File: config.mk
export PLATFORM = sky130hd
export DESIGN_NAME = u8vd_front
export DESIGN_NICKNAME = d
export VERILOG_FILES = /design/src/hdl/u8vd_pkg.sv /design/src/hdl/u8vd_front.sv
export SDC_FILE = /design/constraint.sdc
export NUM_CORES = 1
export LEC_CHECK = 0
export BUFFER_PORTS_ARGS = -buffer_cell sky130_fd_sc_hd__buf_2
export CAP_MARGIN = 20
export CORE_MARGIN = 3
export CORE_UTILIZATION = 46
export DETAILED_ROUTE_END_ITERATION = 8
export GPL_TIMING_DRIVEN = 0
export PLACE_DENSITY_LB_ADDON = 0.08
export SLEW_MARGIN = 20
export SYNTH_ARGS = -nofsm -noshare
export SYNTH_HDL_FRONTEND = slang
export SYNTH_SLANG_ARGS = --single-unit
File: constraint.sdc
create_clock -name vclk -period 5.07
set_input_delay 0.2535 -clock vclk [all_inputs]
set_output_delay 0.2535 -clock vclk [all_outputs]
set_load 0.03 [all_outputs]
File: src/hdl/u8vd_pkg.sv
// Shared types and constants for the UTF-8 validating decoder.
package u8vd_pkg;

  // Field widths of the byte and code point words.
  localparam int unsigned ByteW = 8;
  localparam int unsigned CpW   = 21;
  localparam int unsigned LenW  = 3;
  localparam int unsigned CntW  = 3;
  localparam int unsigned WinN  = 4;

  // Lead byte class boundaries.
  localparam logic [7:0] Lead2Min  = 8'hC0;
  localparam logic [7:0] Lead3Min  = 8'hE0;
  localparam logic [7:0] Lead4Min  = 8'hF0;
  localparam logic [7:0] LeadBadLo = 8'hF8;
  localparam logic [1:0] ContTag   = 2'b10;

  // Range limits for overlong, surrogate and out of range checks.
  localparam logic [CpW-1:0] Max1Byte  = 21'h00007F;
  localparam logic [CpW-1:0] Max2Byte  = 21'h0007FF;
  localparam logic [CpW-1:0] Max3Byte  = 21'h00FFFF;
  localparam logic [CpW-1:0] CpLimit   = 21'h110000;
  localparam logic [CpW-1:0] SurrLo    = 21'h00D800;
  localparam logic [CpW-1:0] SurrHi    = 21'h00DFFF;

  // Sequence lengths.
  localparam logic [LenW-1:0] LenNone = 3'd0;
  localparam logic [LenW-1:0] LenOne  = 3'd1;
  localparam logic [LenW-1:0] LenTwo  = 3'd2;
  localparam logic [LenW-1:0] LenThr  = 3'd3;
  localparam logic [LenW-1:0] LenFour = 3'd4;

  typedef logic [ByteW-1:0] byte_t;
  typedef byte_t [WinN-1:0] win_t;

  // Outcome of decoding the front of the byte window.
  typedef struct packed {
    logic            emit;
    logic [CpW-1:0]  code_point;
    logic            is_error;
    logic [LenW-1:0] seq_length;
    logic [CntW-1:0] consume;
  } front_res_t;

endpackage

File: src/hdl/u8vd_front.sv
// Decoder for the sequence at the front of a window of up to four bytes.
module u8vd_front import u8vd_pkg::*; (
  input  win_t            win_i,
  input  logic [CntW-1:0] cnt_i,
  input  logic            flush_i,
  output front_res_t      res_o
);

  byte_t           lead;
  logic [LenW-1:0] need;
  logic            bad;
  logic            short;
  logic [CpW-1:0]  cp2;
  logic [CpW-1:0]  cp3;
  logic [CpW-1:0]  cp4;
  logic            ok2;
  logic            ok3;
  logic            ok4;

  assign lead = win_i[0];

  // Candidate code points for each sequence length.
  assign cp2 = {10'd0, lead[4:0], win_i[1][5:0]};
  assign cp3 = {5'd0, lead[3:0], win_i[1][5:0], win_i[2][5:0]};
  assign cp4 = {lead[2:0], win_i[1][5:0], win_i[2][5:0], win_i[3][5:0]};

  // Reject overlong forms, surrogates and values beyond the code space.
  assign ok2 = cp2 > Max1Byte;
  assign ok3 = (cp3 > Max2Byte) && ((cp3 < SurrLo) || (cp3 > SurrHi));
  assign ok4 = (cp4 > Max3Byte) && (cp4 < CpLimit);

  // Sequence length implied by the lead byte; zero for an invalid lead.
  always_comb begin
    if (lead < Lead2Min || lead >= LeadBadLo) begin
      need = LenNone;
    end else if (lead < Lead3Min) begin
      need = LenTwo;
    end else if (lead < Lead4Min) begin
      need = LenThr;
    end else begin
      need = LenFour;
    end
  end

  // Check every continuation byte that is already present.
  always_comb begin
    bad = (need == LenNone);
    for (int i = 1; i < WinN; i++) begin
      if ((LenW'(i) < need) && (CntW'(i) < cnt_i) && (win_i[i][7:6] != ContTag)) begin
        bad = 1'b1;
      end
    end
  end

  assign short = cnt_i < CntW'(need);

  // Pick the outcome: nothing, a valid code point or an error word.
  always_comb begin
    res_o = '0;
    if (cnt_i == '0) begin
      res_o.emit = 1'b0;
    end else if (!lead[7]) begin
      res_o.emit       = 1'b1;
      res_o.code_point = {13'd0, lead};
      res_o.seq_length = LenOne;
      res_o.consume    = CntW'(1);
    end else if (!bad && short && !flush_i) begin
      res_o.emit = 1'b0;
    end else begin
      res_o.emit       = 1'b1;
      res_o.is_error   = 1'b1;
      res_o.code_point = {13'd0, lead};
      res_o.seq_length = LenNone;
      res_o.consume    = CntW'(1);
      if (!bad && !short) begin
        case (need)
          LenTwo: begin
            if (ok2) begin
              res_o.is_error   = 1'b0;
              res_o.code_point = cp2;
              res_o.seq_length = LenTwo;
              res_o.consume    = CntW'(LenTwo);
            end
          end
          LenThr: begin
            if (ok3) begin
              res_o.is_error   = 1'b0;
              res_o.code_point = cp3;
              res_o.seq_length = LenThr;
              res_o.consume    = CntW'(LenThr);
            end
          end
          LenFour: begin
            if (ok4) begin
              res_o.is_error   = 1'b0;
              res_o.code_point = cp4;
              res_o.seq_length = LenFour;
              res_o.consume    = CntW'(LenFour);
            end
          end
          default: begin
            res_o.is_error = 1'b1;
          end
        endcase
      end
    end
  end

endmodule

# Word-level counts from Yosys, hierarchy flattened
# Cells that the tools add are included.
# W data, S select, Z words.
[totals]
regBits = 0
in_bits = 36
elab_cells = 61
[classes]
magnitude_cmp = 17
n_eq_ne = 6
n_mux = 20
reduce_logical = 18
[ops]
columns = ["op", "n"]
rows = [
  ["$mux W28", 4],
  ["$pmux W21 S3", 1],
  ["$lt A8 B8 Y1 const B", 3],
  ["$mux W23", 1],
  ["$mux W22", 1],
  ["$gt A21 B16 Y1 const B", 1],
  ["$lt A21 B21 Y1 const B", 1],
  ["$mux W18", 1],
  ["$pmux W6 S3", 1],
  ["$gt A16 B11 Y1 const B", 1],
  ["$gt A16 B16 Y1 const B", 1],
  ["$lt A16 B16 Y1 const B", 1],
  ["$lt A2 B3 Y1 const A", 4],
  ["$gt A11 B7 Y1 const B", 1],
  ["$logic_and A1 B1 Y1", 11],
  ["$mux W3", 3],
  ["$ge A8 B8 Y1 const B", 1],
  ["$eq A3 B2 Y1 const B", 2],
  ["$logic_not A3 Y1", 2],
  ["$lt A1 B3 Y1 const A", 2],
  ["$mux W1", 6],
  ["$mux W6", 1],
  ["$ne A2 B2 Y1 const B", 3],
  ["$eq A3 B3 Y1 const B", 1],
  ["other kinds (4)", 7],
]

# Longest topological paths before layout
[logic_depth]
ltp_word = 16
ltp_mapped = 12

# Worst setup path before layout
# OpenSTA, ideal clock, no wires.
[synth_path]
path_type = "input to output"
from = "in win_i[5] (netlist bit)"
to = "out res_o[5] (netlist bit)"
arrival_ns = 2.848
setup_slack_ns = 1.968
path_stages = 11
n_path_buf = 4
cell_sequence = "buf_2 > nand2_1 > or3_1 > buf_2 > ha_1 > o211ai_1 > nand2_2 > nand3_1 > clkbuf_1 > nor3_1 > buf_4"
[synth_lines]
columns = ["element", "line_no", "rtl"]
rows = [
  ["from (decl)", "u8vd_front.sv:3", "input win_t win_i,"],
  ["to (decl)", "u8vd_front.sv:6", "output front_res_t res_o"],
]

==> impl_metrics.xml <==
<?xml version="1.0" encoding="UTF-8"?>
<metrics>
  <group name="run_status">
    <metric name="run_status" unit="">complete, no violations</metric>
  </group>
  <group name="layout">
    <metric name="leading_cell_type_in_the_layout_fill_and_taps_excluded" unit="">buf_2</metric>
    <metric name="layout.cells.most_common_list" unit="">68 x buf_2, 16 x and3_1, 12 x nand2_1</metric>
    <metric name="clock_buffers" unit="">0</metric>
    <metric name="fill_cells" unit="">145</metric>
    <metric name="multi_input_area" unit="sq um">777.0</metric>
    <metric name="nets" unit="">233</metric>
    <metric name="final-seq-area" unit="sq um">0</metric>
    <metric name="fraction_of_layout_instances_using_a_drive_strength_above_1" unit="%">41.15</metric>
    <metric name="synthToLayoutAreaGrowth" unit="%">39.59</metric>
    <metric name="layout.sequential_cells" unit="">0</metric>
    <metric name="antenna_cells" unit="">0</metric>
  </group>
  <group name="die">
    <metric name="die_area" unit="sq mm">0.002423</metric>
    <metric name="floorplan.die.width" unit="microns">49.23</metric>
    <metric name="fp.coreArea" unit="sq mm">0.001629</metric>
    <metric name="io-pin-count" unit="">65</metric>
    <metric name="std_cell_rows" unit="">14</metric>
    <metric name="die_y" unit="microns">49.23</metric>
    <metric name="initial_core_util" unit="%">52.76</metric>
  </group>
  <group name="route">
    <metric name="drc" unit="">0</metric>
    <metric name="drt_first_iter_violations" unit="">56</metric>
    <metric name="detail_route.first_pass.iterations" unit="">4</metric>
    <metric name="detail-route-antenna-nets" unit="">0</metric>
    <metric name="vias" unit="">1311</metric>
    <metric name="vias_per_cell" unit="">6.069</metric>
    <metric name="wl" unit="microns">3039</metric>
    <metric name="dr_wl_cell" unit="microns">14.07</metric>
  </group>
  <group name="synth">
    <metric name="synth_nets" unit="">169</metric>
    <metric name="synthDistinctLibCells" unit="">42</metric>
    <metric name="synth_fa_ha_area_share" unit="%">4.367</metric>
    <metric name="synth_top_family_by_area" unit="">simple AND/OR/NAND/NOR gates</metric>
    <metric name="post_synthesis_compound_gate_area_fraction" unit="%">41.34</metric>
    <metric name="yosys.area_share.simple" unit="%">42.79</metric>
    <metric name="ys.warnings.count" unit="">0</metric>
    <metric name="synth_xor_xnor_area_share" unit="%">1.892</metric>
    <metric name="synth_sequential_area_ratio" unit="%">0</metric>
    <metric name="syn_avg_cell_area" unit="sq um">6.612</metric>
    <metric name="synth_area" unit="sq um">859.6</metric>
    <metric name="synthCells" unit="">130</metric>
    <metric name="synth_mux_area_share" unit="%">0</metric>
  </group>
  <group name="setup_path">
    <metric name="worstPathMaxFanout" unit="">10</metric>
    <metric name="crit_path_launch_type" unit="">input port</metric>
    <metric name="arrival" unit="ns">2.86</metric>
    <metric name="timing.setup.critical_path_class" unit="">input port to output pin</metric>
    <metric name="cells_traversed_along_the_worst_timing_path" unit="">buf_2 -&gt; clkbuf_1 -&gt; or3_1 -&gt; buf_2 -&gt; ha_1 -&gt; o211ai_1 -&gt; and2_1 -&gt; clkbuf_1 -&gt; nor3_1 -&gt; and3_1 -&gt; buf_2</metric>
    <metric name="cp-end-kind" unit="">output pin</metric>
    <metric name="biggest_cell_delay_along_the_critical_path" unit="ns">0.54</metric>
    <metric name="path_delay_family" unit="">simple AND/OR/NAND/NOR gates</metric>
    <metric name="worst_ep_required_time" unit="ns">4.82</metric>
    <metric name="timing.critical_path.slowest_stage_cell" unit="">nor3_1</metric>
    <metric name="critPathBufInv" unit="">5</metric>
    <metric name="timing.critical_path.mode_cell" unit="">buf_2</metric>
  </group>
  <group name="sta">
    <metric name="rsz_0062_raised_after_global_routing" unit="">no</metric>
    <metric name="min_period_over_period" unit="%">61.47</metric>
    <metric name="fmax" unit="GHz">0.3209</metric>
    <metric name="tightestPinTransition" unit="ns">0.6255</metric>
    <metric name="timing.final.crit_period" unit="ns">3.117</metric>
    <metric name="final.setup.tns" unit="ns">0</metric>
    <metric name="final_critical_path_setup_slack" unit="ns">1.953</metric>
    <metric name="max_slew_violation_count" unit="">0</metric>
    <metric name="relSlewSlack" unit="%">58.21</metric>
    <metric name="finalSetupViolations" unit="">0</metric>
    <metric name="finalHoldViolations" unit="">0</metric>
  </group>
  <group name="grt">
    <metric name="first_global_vias" unit="">1105</metric>
    <metric name="antenna_found_initial" unit="">0</metric>
    <metric name="maximum_number_of_pins_on_one_net_before_global_route_repair" unit="">11</metric>
    <metric name="global_route.usage.total" unit="%">22.93</metric>
    <metric name="grt_pass1_wl" unit="microns">4726</metric>
    <metric name="globalRoute.totalOverflow" unit="">0</metric>
  </group>
  <group name="min_path">
    <metric name="hp-class" unit="">input port to output pin</metric>
    <metric name="worstHoldPathCells" unit="">4</metric>
    <metric name="hold_path_sink" unit="">res_o[16]</metric>
    <metric name="timing.hold.worst.start" unit="">win_i[11]</metric>
  </group>
  <group name="power">
    <metric name="power_leakage" unit="nW">0.6085</metric>
    <metric name="power.density_cell_area" unit="mW/mm^2">76.30</metric>
    <metric name="max-vdd-ir-drop" unit="V">0.00005783</metric>
    <metric name="total_power" unit="mW">0.09155</metric>
  </group>
  <group name="placement">
    <metric name="detailed_place_hpwl" unit="microns">2459</metric>
    <metric name="numPortBuffers" unit="">62</metric>
    <metric name="placement_setup_slack" unit="ns">1.970</metric>
    <metric name="gp_congestion" unit="">0.8767</metric>
  </group>
  <group name="clocking">
    <metric name="resize_count_post_cts" unit="">0</metric>
    <metric name="post_cts_hold_buffers" unit="">0</metric>
    <metric name="post-cts-setup-buffer-count" unit="">0</metric>
  </group>
  <group name="run">
    <metric name="maxCapViolCount" unit="">0</metric>
  </group>
</metrics>
-- logic make-up (layout without fill, tap and decap cells) --
logic type,count (synthesis),count (layout)
AND/OR/NAND/NOR,66,66
XOR/XNOR,1,1
buffers and inverters,16,78
AO/OA/AOI/OAI,44,44
adder cells (fa/ha/maj),3,3
-- final cells by class --
| type | count | share of cell area [%] |
|---|---|---|
| plain buffers | 14 | 6.257 |
| well taps | 24 | 2.503 |
| inverters | 2 | 0.6257 |
| repair buffers | 62 | 25.86 |
| multi-input cells | 114 | 64.75 |
-- report_power, final --
part           switching, mW  internal [mW]
sequential                 0              0
clock                      0              0
combinational         0.0572         0.0343
-- synth_stat cells, types with 2 or more instances --
library cell	n	area [sq um]
nand2b_1	3	18.77
or3_1	2	12.51
a22oi_1	6	45.04
nor2_1	9	33.78
and2_1	2	12.51
o21a_1	2	15.01
ha_1	3	37.54
nand2_1	12	45.04
buf_2	6	30.03
clkbuf_1	5	18.77
nand3_1	5	25.02
or4_1	2	15.01
a221oi_1	2	17.52
a32oi_1	4	35.03
buf_4	2	15.01
o31a_1	2	17.52
o211ai_1	4	30.03
nor3_1	3	15.01
o211a_1	2	20.02
and3_1	16	100.1
a21oi_1	9	45.04
nand4_1	5	31.28
a221o_1	4	40.04
a32o_1	2	20.02
-- routing by layer --
layer  GRT usage [%]  part of all wire [%]  routed length (microns)
met1           29.76                    44                     1341
met2           43.53                    48                     1446
met3          0.9174                   8.3                      251
met4               0                     0                        0
met5               0                     0                        0
-- tightest hold or removal path, stage by stage --
cell and delay, ns:
buf_2 0.11, nand2_1 0.05, a21oi_1 0.05, buf_2 0.17
-- metrics by stage --
| step | util, % | instance area (sq um) | cells | hold WS (ns) |
|---|---|---|---|---|
| after global routing | 73.66 | 1200 | 216 | 0.9071 |
| after floorplan | - | 859.6 | 130 | 0.6863 |
| final | 73.66 | 1200 | 216 | 0.8906 |
| after CTS | 73.66 | 1200 | 216 | 0.8862 |
| after detailed placement | 73.66 | 1200 | 216 | 0.8837 |
| after global placement | 73.66 | 1200 | 216 | 0.8804 |
-- worst max-delay path by stage --
stage	startpoint	end	slack, ns	depth (start not counted)
2_1_floorplan	win_i[5]	res_o[5]	1.97	11
3_3_place_gp	win_i[3]	res_o[23]	2.04	11
3_5_place_dp	win_i[3]	res_o[23]	1.97	11
4_1_cts	win_i[3]	res_o[23]	1.97	11
5_1_grt	win_i[3]	res_o[23]	1.74	11
6_report	win_i[3]	res_o[25]	1.95	11
Note: power is estimated with default switching activity, not from simulation.
